**src/rtl/efp_pkg.sv**
```systemverilog
// Shared types, constants and codes for the escape-time fractal pixel engine.
package efp_pkg;

    localparam int COORD_W = 16;
    localparam int CNT_W   = 11;
    localparam int COLOUR_W = 8;
    localparam int Z_W     = 18;
    localparam int P_W     = 2 * Z_W;
    localparam int MAG_W   = P_W + 1;

    localparam int unsigned FRAC_RE = 13;
    localparam int unsigned FRAC_IM = 12;

    localparam logic [MAG_W-1:0] ESCAPE_BOUND = MAG_W'(64'd4 << 26);

    localparam int MAX_ITERATIONS_DEF = 2000;
    localparam int PALETTE_STEPS_DEF  = 20;
    localparam int LIMIT_RESET        = 40;
    localparam int QUEUE_DEPTH        = 2;

    localparam logic MODE_MANDELBROT = 1'b0;
    localparam logic MODE_CONST_C    = 1'b1;

    localparam int CFG_INDEX_W = 2;

    typedef enum logic [CFG_INDEX_W-1:0] {
        CFG_LIMIT    = 2'd0,
        CFG_JULIA_RE = 2'd1,
        CFG_JULIA_IM = 2'd2
    } t_cfg_index;

    typedef struct packed {
        logic                       mode;
        logic signed [COORD_W-1:0]  point_re;
        logic signed [COORD_W-1:0]  point_im;
    } t_pixel_in;

    typedef struct packed {
        logic [CNT_W-1:0]    iteration_count;
        logic                escaped;
        logic [COLOUR_W-1:0] red;
        logic [COLOUR_W-1:0] blue;
    } t_pixel_out;

    typedef struct packed {
        logic [CNT_W-1:0]           limit;
        logic signed [COORD_W-1:0]  julia_re;
        logic signed [COORD_W-1:0]  julia_im;
    } t_cfg;

    typedef struct packed {
        logic signed [Z_W-1:0] z_re;
        logic signed [Z_W-1:0] z_im;
        logic signed [Z_W-1:0] c_re;
        logic signed [Z_W-1:0] c_im;
        logic [CNT_W-1:0]      limit;
    } t_job;

    typedef enum logic [1:0] {
        ENG_IDLE,
        ENG_ITER,
        ENG_DIV,
        ENG_DONE
    } t_eng_state;

endpackage

```
**src/rtl/escape_time_fractal_pixel.sv**
```systemverilog
// Top level of the escape-time fractal pixel engine: configuration registers and the three parts.
//
// Each input transfer carries one point in Q13 fixed point and a mode bit: Mandelbrot mode starts
// z at zero with the point as c, Julia mode starts z at the point with the configured constant as
// c. The engine iterates z = z^2 + c, flooring the products by 2^13 and 2^12, until the squared
// magnitude reaches 4 << 26 or the count reaches the iteration limit (clamped to MAX_ITERATIONS).
// Each point yields one output transfer with the count, an escaped flag and red and blue palette
// bytes, which are black when the limit is reached. For each point the engine takes the job from
// the queue, iterates, runs the reciprocal multiplication that divides the red value by three,
// and then loads the output register, waiting there while the previous result is not yet taken.
// The iteration loop is one cycle per step because the three 18 by 18 bit
// products of z feed both the escape compare and the update in the same cycle. The front stage
// and a two-entry queue sit ahead of the engine, so new points are taken while the engine works
// and a finished result waits in its own register. The configuration port is always ready and
// should only be written while no point is in flight.
module escape_time_fractal_pixel #(
    parameter int MAX_ITERATIONS = efp_pkg::MAX_ITERATIONS_DEF,
    parameter int PALETTE_STEPS  = efp_pkg::PALETTE_STEPS_DEF
) (
    input  logic                                i_clk,
    input  logic                                i_rst_n,
    input  logic                                i_in_valid,
    output logic                                o_in_ready,
    input  efp_pkg::t_pixel_in                  i_in_data,
    output logic                                o_out_valid,
    input  logic                                i_out_ready,
    output efp_pkg::t_pixel_out                 o_out_data,
    input  logic                                i_cfg_valid,
    output logic                                o_cfg_ready,
    input  logic [efp_pkg::CFG_INDEX_W-1:0]     i_cfg_index,
    input  logic [efp_pkg::COORD_W-1:0]         i_cfg_data
);

    efp_pkg::t_cfg r_cfg;
    efp_pkg::t_cfg n_cfg;

    logic          w_front_valid;
    logic          w_queue_full;
    efp_pkg::t_job w_front_job;
    logic          w_queue_valid;
    logic          w_queue_pop;
    efp_pkg::t_job w_queue_job;
    logic [$clog2(efp_pkg::QUEUE_DEPTH+1)-1:0] w_queue_count;

    assign o_cfg_ready = 1'b1;

    // Register writes; an index outside the list is dropped.
    always_comb begin
        n_cfg = r_cfg;
        if (i_cfg_valid && o_cfg_ready) begin
            case (efp_pkg::t_cfg_index'(i_cfg_index))
                efp_pkg::CFG_LIMIT: begin
                    n_cfg.limit = i_cfg_data[efp_pkg::CNT_W-1:0];
                end
                efp_pkg::CFG_JULIA_RE: begin
                    n_cfg.julia_re = i_cfg_data;
                end
                efp_pkg::CFG_JULIA_IM: begin
                    n_cfg.julia_im = i_cfg_data;
                end
                default: begin
                    n_cfg = r_cfg;
                end
            endcase
        end
    end

    always_ff @(posedge i_clk) begin
        if (!i_rst_n) begin
            r_cfg.limit    <= efp_pkg::CNT_W'(efp_pkg::LIMIT_RESET);
            r_cfg.julia_re <= '0;
            r_cfg.julia_im <= '0;
        end else begin
            r_cfg <= n_cfg;
        end
    end

    // The front stage classifies each point against the current configuration.
    efp_front #(
        .MAX_ITERATIONS (MAX_ITERATIONS)
    ) u_front (
        .i_clk   (i_clk),
        .i_rst_n (i_rst_n),
        .i_cfg   (r_cfg),
        .i_valid (i_in_valid),
        .o_ready (o_in_ready),
        .i_data  (i_in_data),
        .o_valid (w_front_valid),
        .i_ready (!w_queue_full),
        .o_job   (w_front_job)
    );

    // The queue lets the front keep taking points while the engine iterates.
    efp_queue u_queue (
        .i_clk   (i_clk),
        .i_rst_n (i_rst_n),
        .i_push  (w_front_valid),
        .i_data  (w_front_job),
        .o_full  (w_queue_full),
        .o_valid (w_queue_valid),
        .i_pop   (w_queue_pop),
        .o_data  (w_queue_job),
        .o_count (w_queue_count)
    );

    // The engine runs one job at a time and owns the output register.
    efp_engine #(
        .MAX_ITERATIONS (MAX_ITERATIONS),
        .PALETTE_STEPS  (PALETTE_STEPS)
    ) u_engine (
        .i_clk       (i_clk),
        .i_rst_n     (i_rst_n),
        .i_job_valid (w_queue_valid),
        .o_job_pop   (w_queue_pop),
        .i_job       (w_queue_job),
        .o_out_valid (o_out_valid),
        .i_out_ready (i_out_ready),
        .o_out_data  (o_out_data)
    );

    // A point that reached the limit must come out black.
    a_black_at_limit: assert property (@(posedge i_clk) disable iff (!i_rst_n)
        (o_out_valid && !o_out_data.escaped) |->
            (o_out_data.red == '0 && o_out_data.blue == '0))
        else $error("limit result is not black");

    // The queue never holds more jobs than it has room for.
    a_queue_bound: assert property (@(posedge i_clk) disable iff (!i_rst_n)
        w_queue_count <= ($clog2(efp_pkg::QUEUE_DEPTH+1))'(efp_pkg::QUEUE_DEPTH))
        else $error("queue occupancy out of range");

    // An accepted point is held by the front stage in the following cycle.
    a_front_holds: assert property (@(posedge i_clk) disable iff (!i_rst_n)
        (i_in_valid && o_in_ready) |=> w_front_valid)
        else $error("accepted point lost by the front stage");

    // The engine only takes a job that the queue actually offers.
    a_pop_when_valid: assert property (@(posedge i_clk) disable iff (!i_rst_n)
        w_queue_pop |-> w_queue_valid)
        else $error("engine popped an empty queue");

endmodule

```
**src/rtl/efp_front.sv**
```systemverilog
// Front stage: accepts a pixel, picks the start value and constant, and clamps the limit.
module efp_front #(
    parameter int MAX_ITERATIONS = efp_pkg::MAX_ITERATIONS_DEF
) (
    input  logic              i_clk,
    input  logic              i_rst_n,
    input  efp_pkg::t_cfg     i_cfg,
    input  logic              i_valid,
    output logic              o_ready,
    input  efp_pkg::t_pixel_in i_data,
    output logic              o_valid,
    input  logic              i_ready,
    output efp_pkg::t_job     o_job
);

    logic          r_valid;
    logic          n_valid;
    efp_pkg::t_job r_job;
    efp_pkg::t_job n_job;

    assign o_ready = !r_valid || i_ready;
    assign o_valid = r_valid;
    assign o_job   = r_job;

    always_comb begin
        n_valid = r_valid;
        n_job   = r_job;
        if (r_valid && i_ready) begin
            n_valid = 1'b0;
        end
        if (i_valid && o_ready) begin
            n_valid = 1'b1;
            if (i_data.mode == efp_pkg::MODE_CONST_C) begin
                n_job.z_re = efp_pkg::Z_W'(i_data.point_re);
                n_job.z_im = efp_pkg::Z_W'(i_data.point_im);
                n_job.c_re = efp_pkg::Z_W'(i_cfg.julia_re);
                n_job.c_im = efp_pkg::Z_W'(i_cfg.julia_im);
            end else begin
                n_job.z_re = '0;
                n_job.z_im = '0;
                n_job.c_re = efp_pkg::Z_W'(i_data.point_re);
                n_job.c_im = efp_pkg::Z_W'(i_data.point_im);
            end
            if (int'(i_cfg.limit) > MAX_ITERATIONS) begin
                n_job.limit = efp_pkg::CNT_W'(MAX_ITERATIONS);
            end else begin
                n_job.limit = i_cfg.limit;
            end
        end
    end

    always_ff @(posedge i_clk) begin
        if (!i_rst_n) begin
            r_valid <= 1'b0;
        end else begin
            r_valid <= n_valid;
        end
        r_job <= n_job;
    end

endmodule

```
**src/rtl/efp_queue.sv**
```systemverilog
// Short first-in first-out queue of classified jobs between the front and the engine.
module efp_queue (
    input  logic          i_clk,
    input  logic          i_rst_n,
    input  logic          i_push,
    input  efp_pkg::t_job i_data,
    output logic          o_full,
    output logic          o_valid,
    input  logic          i_pop,
    output efp_pkg::t_job o_data,
    output logic [$clog2(efp_pkg::QUEUE_DEPTH+1)-1:0] o_count
);

    localparam int DEPTH = efp_pkg::QUEUE_DEPTH;
    localparam int PTR_W = (DEPTH > 1) ? $clog2(DEPTH) : 1;
    localparam int CNT_W = $clog2(DEPTH + 1);

    efp_pkg::t_job r_mem [DEPTH];
    logic [PTR_W-1:0] r_wr_ptr;
    logic [PTR_W-1:0] r_rd_ptr;
    logic [CNT_W-1:0] r_count;
    logic             w_push;
    logic             w_pop;

    assign o_full  = (r_count == CNT_W'(DEPTH));
    assign o_valid = (r_count != '0);
    assign o_data  = r_mem[r_rd_ptr];
    assign o_count = r_count;
    assign w_push  = i_push && !o_full;
    assign w_pop   = i_pop && o_valid;

    always_ff @(posedge i_clk) begin
        if (!i_rst_n) begin
            r_wr_ptr <= '0;
            r_rd_ptr <= '0;
            r_count  <= '0;
        end else begin
            if (w_push) begin
                r_wr_ptr <= (r_wr_ptr == PTR_W'(DEPTH - 1)) ? '0 : r_wr_ptr + 1'b1;
            end
            if (w_pop) begin
                r_rd_ptr <= (r_rd_ptr == PTR_W'(DEPTH - 1)) ? '0 : r_rd_ptr + 1'b1;
            end
            if (w_push && !w_pop) begin
                r_count <= r_count + 1'b1;
            end else if (w_pop && !w_push) begin
                r_count <= r_count - 1'b1;
            end
        end
    end

    always_ff @(posedge i_clk) begin
        if (w_push) begin
            r_mem[r_wr_ptr] <= i_data;
        end
    end

endmodule

```
**src/rtl/efp_engine.sv**
```systemverilog
// Iteration engine: runs z = z^2 + c one step a cycle, then forms the palette and holds the result.
module efp_engine #(
    parameter int MAX_ITERATIONS = efp_pkg::MAX_ITERATIONS_DEF,
    parameter int PALETTE_STEPS  = efp_pkg::PALETTE_STEPS_DEF
) (
    input  logic                i_clk,
    input  logic                i_rst_n,
    input  logic                i_job_valid,
    output logic                o_job_pop,
    input  efp_pkg::t_job       i_job,
    output logic                o_out_valid,
    input  logic                i_out_ready,
    output efp_pkg::t_pixel_out o_out_data
);

    localparam int Z_W      = efp_pkg::Z_W;
    localparam int P_W      = efp_pkg::P_W;
    localparam int MAG_W    = efp_pkg::MAG_W;
    localparam int CNT_W    = efp_pkg::CNT_W;
    localparam int COLOUR_W = efp_pkg::COLOUR_W;

    // Largest count the limit register can reach after clamping.
    localparam int EFF_MAX  = (MAX_ITERATIONS < (2**CNT_W - 1)) ? MAX_ITERATIONS
                                                                 : (2**CNT_W - 1);
    localparam int Q_MAX    = (EFF_MAX * 256) / PALETTE_STEPS;
    localparam int Q_W_RAW  = $clog2(Q_MAX + 1);
    localparam int Q_W      = (Q_W_RAW < 10) ? 10 : Q_W_RAW;
    localparam int Q_STEP   = 256 / PALETTE_STEPS;
    localparam int R_STEP   = 256 % PALETTE_STEPS;
    localparam int REM_W    = $clog2(PALETTE_STEPS + 1);
    localparam int RSUM_W   = REM_W + 1;
    // Division by three as a multiplication by a rounded-up reciprocal.
    localparam int PM_W     = Q_W + 1;
    localparam int DIV_K    = PM_W + 1;
    localparam int PROD_W   = PM_W + DIV_K;
    localparam logic [PROD_W-1:0] DIV_M = PROD_W'((2**DIV_K) / 3 + 1);

    efp_pkg::t_eng_state r_state;
    efp_pkg::t_eng_state n_state;

    logic signed [Z_W-1:0] r_a, n_a;
    logic signed [Z_W-1:0] r_b, n_b;
    logic signed [Z_W-1:0] r_cr, n_cr;
    logic signed [Z_W-1:0] r_ci, n_ci;
    logic [CNT_W-1:0]      r_limit, n_limit;
    logic [CNT_W-1:0]      r_count, n_count;
    logic [Q_W-1:0]        r_q, n_q;
    logic [REM_W-1:0]      r_rem, n_rem;
    logic                  r_esc, n_esc;
    logic                  r_neg, n_neg;
    logic [PM_W-1:0]       r_mag, n_mag;
    logic [COLOUR_W-1:0]   r_blue, n_blue;
    logic [PROD_W-1:0]     r_prod, n_prod;
    logic                  r_out_valid, n_out_valid;
    efp_pkg::t_pixel_out   r_out, n_out;

    logic signed [P_W-1:0] w_aa;
    logic signed [P_W-1:0] w_bb;
    logic signed [P_W-1:0] w_ab;
    logic [MAG_W-1:0]      w_mag;
    logic signed [P_W-1:0] w_re_sum;
    logic signed [P_W-1:0] w_im_sum;
    logic                  w_at_limit;
    logic [RSUM_W-1:0]     w_rem_sum;
    logic [Q_W-1:0]        w_q_diff;
    logic [Q_W-1:0]        w_blue_diff;
    logic [PM_W-1:0]       w_quot;
    logic [PM_W-1:0]       w_red_full;

    assign o_out_valid = r_out_valid;
    assign o_out_data  = r_out;

    always_comb begin
        w_aa = r_a * r_a;
        w_bb = r_b * r_b;
        w_ab = r_a * r_b;
        w_mag = {1'b0, w_aa} + {1'b0, w_bb};
        w_re_sum = (w_aa >>> efp_pkg::FRAC_RE) - (w_bb >>> efp_pkg::FRAC_RE) + P_W'(r_cr);
        w_im_sum = (w_ab >>> efp_pkg::FRAC_IM) + P_W'(r_ci);
        w_at_limit = (r_count >= r_limit);
        w_rem_sum = {1'b0, r_rem} + RSUM_W'(R_STEP);
        w_q_diff = (r_q > Q_W'(256)) ? (r_q - Q_W'(256)) : (Q_W'(256) - r_q);
        w_blue_diff = (r_q >= Q_W'(128)) ? (r_q - Q_W'(128)) : (Q_W'(128) - r_q);
        w_quot = r_prod[PROD_W-1:DIV_K];
        w_red_full = r_neg ? (PM_W'(0) - w_quot) : w_quot;
    end

    always_comb begin
        n_state     = r_state;
        n_a         = r_a;
        n_b         = r_b;
        n_cr        = r_cr;
        n_ci        = r_ci;
        n_limit     = r_limit;
        n_count     = r_count;
        n_q         = r_q;
        n_rem       = r_rem;
        n_esc       = r_esc;
        n_neg       = r_neg;
        n_mag       = r_mag;
        n_blue      = r_blue;
        n_prod      = r_prod;
        n_out       = r_out;
        n_out_valid = r_out_valid;
        o_job_pop   = 1'b0;

        if (r_out_valid && i_out_ready) begin
            n_out_valid = 1'b0;
        end

        case (r_state)
            efp_pkg::ENG_IDLE: begin
                if (i_job_valid) begin
                    o_job_pop = 1'b1;
                    n_a       = i_job.z_re;
                    n_b       = i_job.z_im;
                    n_cr      = i_job.c_re;
                    n_ci      = i_job.c_im;
                    n_limit   = i_job.limit;
                    n_count   = '0;
                    n_q       = '0;
                    n_rem     = '0;
                    n_state   = efp_pkg::ENG_ITER;
                end
            end
            efp_pkg::ENG_ITER: begin
                if (w_at_limit || (w_mag >= efp_pkg::ESCAPE_BOUND)) begin
                    // Set up the palette: red needs 2*(256-q)/3 truncated toward zero.
                    n_esc   = !w_at_limit;
                    n_neg   = (r_q > Q_W'(256));
                    n_mag   = {w_q_diff, 1'b0};
                    n_blue  = {w_blue_diff[COLOUR_W-2:0], 1'b0};
                    n_state = efp_pkg::ENG_DIV;
                end else begin
                    n_a     = w_re_sum[Z_W-1:0];
                    n_b     = w_im_sum[Z_W-1:0];
                    n_count = r_count + 1'b1;
                    // Keep q = count*256/steps by quotient and remainder steps.
                    if (w_rem_sum >= RSUM_W'(PALETTE_STEPS)) begin
                        n_rem = REM_W'(w_rem_sum - RSUM_W'(PALETTE_STEPS));
                        n_q   = r_q + Q_W'(Q_STEP) + 1'b1;
                    end else begin
                        n_rem = w_rem_sum[REM_W-1:0];
                        n_q   = r_q + Q_W'(Q_STEP);
                    end
                end
            end
            efp_pkg::ENG_DIV: begin
                n_prod  = PROD_W'(r_mag) * DIV_M;
                n_state = efp_pkg::ENG_DONE;
            end
            efp_pkg::ENG_DONE: begin
                if (!r_out_valid || i_out_ready) begin
                    n_out_valid           = 1'b1;
                    n_out.iteration_count = r_count;
                    n_out.escaped         = r_esc;
                    n_out.red             = r_esc ? w_red_full[COLOUR_W-1:0] : '0;
                    n_out.blue            = r_esc ? r_blue : '0;
                    n_state               = efp_pkg::ENG_IDLE;
                end
            end
            default: begin
                n_state = efp_pkg::ENG_IDLE;
            end
        endcase
    end

    always_ff @(posedge i_clk) begin
        if (!i_rst_n) begin
            r_state     <= efp_pkg::ENG_IDLE;
            r_out_valid <= 1'b0;
        end else begin
            r_state     <= n_state;
            r_out_valid <= n_out_valid;
        end
        r_a     <= n_a;
        r_b     <= n_b;
        r_cr    <= n_cr;
        r_ci    <= n_ci;
        r_limit <= n_limit;
        r_count <= n_count;
        r_q     <= n_q;
        r_rem   <= n_rem;
        r_esc   <= n_esc;
        r_neg   <= n_neg;
        r_mag   <= n_mag;
        r_blue  <= n_blue;
        r_prod  <= n_prod;
        r_out   <= n_out;
    end

endmodule

```
**config.mk**
```make
export PLATFORM = sky130hd
export DESIGN_NAME = escape_time_fractal_pixel
export DESIGN_NICKNAME = d
export VERILOG_FILES = /design/src/rtl/efp_pkg.sv /design/src/rtl/escape_time_fractal_pixel.sv /design/src/rtl/efp_front.sv /design/src/rtl/efp_queue.sv /design/src/rtl/efp_engine.sv
export SDC_FILE = /design/constraint.sdc
export NUM_CORES = 2
export LEC_CHECK = 0
export BUFFER_PORTS_ARGS = -buffer_cell sky130_fd_sc_hd__buf_4
export CORE_UTILIZATION = 50
export DETAILED_ROUTE_END_ITERATION = 10
export PLACE_DENSITY_LB_ADDON = 0.25
export SYNTH_ARGS = -nofsm -noshare
export SYNTH_HDL_FRONTEND = slang
export SYNTH_SLANG_ARGS = --single-unit
```
**constraint.sdc**
```tcl
create_clock -name i_clk -period 15.7 [get_ports i_clk]
set_input_delay 3.925 -clock i_clk [delete_from_list [all_inputs] [get_ports i_clk]]
set_output_delay 3.925 -clock i_clk [all_outputs]
set_load 0.05 [all_outputs]
```
==> run_results.csv <==
group,metric,value,unit
grt,antenna_found_initial,1,
synth,post-synth-top-count-cell,"inv_1",
placement,place_hpwl,96.42,mm
sta,fin_worst_skew,23.61,ps
cts,numCtsBuffers,41,
worst_setup_path,r2r-end,"u_engine.r_b[4]",
cts,root_buffer,"clkbuf_16",
placement,gp_congestion,0.8959,
worst_setup_path,ff2ff_path_depth,33,
worst_setup_path,arrival,11460,ps
worst_setup_path,cp.required,15910,ps
route,firstDrtPassIters,5,
synth,synth_enable_flop_cells,391,
synth,syn_area_per_cell,10.31,um2
cts,clkTransAtPathRegs,80,ps
placement,place_inst,6795,
sta,min_period,11250,ps
cts,postCtsSetupBuffers,0,
sta,fmax,0.08891,GHz
grt,grt_pass1_vias,37620,
worst_setup_path,cpMostUsedCell,"fa_1",
worst_setup_path,critPathKind,"flop to flop",
worst_setup_path,critPathMaxFanout,36,
sta,setup-violations-final,0,
route,wl_per_cell,17.82,um
route,drcViolationCount,0,
worst_setup_path,worstSetupEndpointType,"flop",
worst_setup_path,timing.rr.start,"u_engine.r_a[3]",
grt,grt_pass1_wl,201.6,mm
synth,synthDistinctLibCells,82,
route,drtIter0Drc,2294,
sta,worst_pin_slew,1217,ps
synth,syn_nets,6849,
route,postRouteAntennaNets,0,
worst_setup_path,crit_path_start,"u_engine.r_a[3]",
route,vias,35500,
synth,yosysSeqAreaShare,23.09,%
cts,htreeDepth,2,
grt,grt_use_total,22.91,%
sta,relSlewSlack,18.01,%
synth,yosysTopAreaCell,"fa_1",
floorplan,die_h,334.8,um
route,vias_per_cell,5.165,
synth,ys_ff_latch,443,
floorplan,ios,87,
floorplan,die_area,0.1121,mm2
synth,netlist.area_leader.share,34.24,%
floorplan,rows,121,
worst_setup_path,timing.critical_path.to,"u_engine.r_b[4]",
worst_setup_path,crit_path_max_incr_delay,640,ps
final_layout,area_delta_synth_final,6.378,%
cts,cts_sinks,443,
synth,syn_inst,5370,
sta,layout_worst_path_cycle_share,71.64,%
grt,grt_overflow_total,0,
route,wl,122.5,mm
cts,clkLatencyLatePin,590,ps
synth,ys.flop_type,"edfxtp_1",
job,cap_violations,0,
worst_setup_path,r2r_setup_slack,4450,ps
floorplan,die_width,334.8,um
status,status,"finished clean",
sta,drv_slew,0,
synth,yosys_warnings,0,
sta,whs,445.9,ps
synth,synthTopCellsByCount,"inv_1 (1,252), fa_1 (947), nand2_1 (589)",
cts,cts_tree,"yes",
final_layout,fin_cells,6872,
cts,cts_hold_buf,0,
worst_hold_path,min_path_type,"flop to flop",
worst_setup_path,start_kind,"flop",
sta,tns,0,ps
cts,clk_path_buf_depth,3,
sta,final-hold-violation-count,0,
synth,netlist_top_cells_area,"fa_1 (34%), edfxtp_1 (21%), ha_1 (11%), inv_1 (8.5%), nand2_1 (4.0%)",
floorplan,initial_core_util,50.65,%
final_layout,drive_gt1_share,5.839,%
worst_setup_path,slowest_stage,"clkinv_1",
final_layout,final_nets,6841,
sta,rsz0062_at_grt,"no",
floorplan,core_region_area,0.1093,mm2
cts,ctsResizeCount,0,
synth,syn_area,0.05536,mm2
grt,grt_max_degree,70,
synth,async_flop_share,0,%
placement,portBuffers,84,
worst_hold_path,min-delay-start,"u_front.o_job[61]",
flip-flops by register name, indices dropped and copies added, names as in the netlist, 16 cells and up, named ones only:
| register | count |
|---|---|
| r_cfg | 43 |
| u_engine.r_a | 18 |
| u_engine.r_ci | 16 |
| u_front.o_job | 75 |
| u_engine.r_b | 18 |
| u_engine.o_out_data | 27 |
| u_engine.r_cr | 16 |
| u_queue.r_mem | 150 |
per-layer routing:
layer  vias to the layer above  GRT usage, %  part of all wire, %
met4                         0         6.033                  2.8
li1                      16570             -                    -
met5                         -             0                    0
met1                     17830         32.32                   44
met2                       929         37.49                   47
met3                       167         2.822                  6.2
cells in the final DEF, fill, tap and decap left out, drive strengths merged, types with 43 or more instances in the layout:
cell,synthesis,final
inv,1253,1254
dfxtp,52,52
and2,241,241
nand2,589,589
o21ai,89,89
buf,15,131
xor2,55,55
a21oi,115,115
ha,476,476
fa,947,947
xnor2,170,170
a21boi,48,48
clkbuf,167,52
nand3,47,47
mux2,81,81
edfxtp,391,391
nor3,43,43
nor2,175,175
a21o,43,43
kinds of logic (layout without fill, tap and decap cells):
family | Yosys count | after routing | share of synthesized area (%)
DFF | 443 | 443 | 23.09
AOI/OAI and AO/OA | 452 | 452 | 5.483
buffers and inverters | 1440 | 1465 | 9.781
and+or+nand+nor | 1273 | 1273 | 10.87
adders and majority gates | 1423 | 1423 | 45.00
other | 2 | 3 | 0.01356
xor gates and xnor gates | 225 | 225 | 3.559
muxes | 112 | 112 | 2.208
per-stage QoR:
stage	area (um2)	utilization, %	setup slack [ps]
floorplan	55360	-	2293
global placement	57530	52.63	4837
detailed placement	57530	52.63	4627
CTS	58890	53.88	4575
global route	58890	53.88	3867
finish	58890	53.88	4453
how the worst min path moves through the flow:
stage                                       to  cells after the start
after detailed placement   u_queue.r_mem[0][4]                      0
after global placement    u_queue.r_mem[0][39]                      0
after floorplan            u_queue.r_mem[0][0]                      0
final                     u_queue.r_mem[1][61]                      0
after CTS                 u_queue.r_mem[1][19]                      0
after global routing       u_queue.r_mem[1][4]                      0
critical path, delay by kind of cell (launching register included):
family                     cells  cell delay, ps
adders and majority gates      8            3750
and+or+nand+nor                8            2640
AOI/OAI and AO/OA              9            2070
buffers and inverters          7            1770
DFF                            1             330
xor gates and xnor gates       1             230
layout make-up:
| cell class | instances | area, um2 |
|---|---|---|
| Fill cell | 9707 | 50410 |
| Multi-Input combinational cell | 3487 | 37190 |
| Sequential cell | 443 | 12790 |
| Inverter | 1258 | 4722 |
| Tap cell | 1476 | 1847 |
| Clock buffer | 52 | 1110 |
| Timing Repair Buffer | 131 | 983.4 |
| Clock inverter | 24 | 252.7 |
| Antenna cell | 1 | 2.502 |
Power is not shown: default switching activity piles up to over one toggle a cycle in this logic, so the estimate is an artifact.
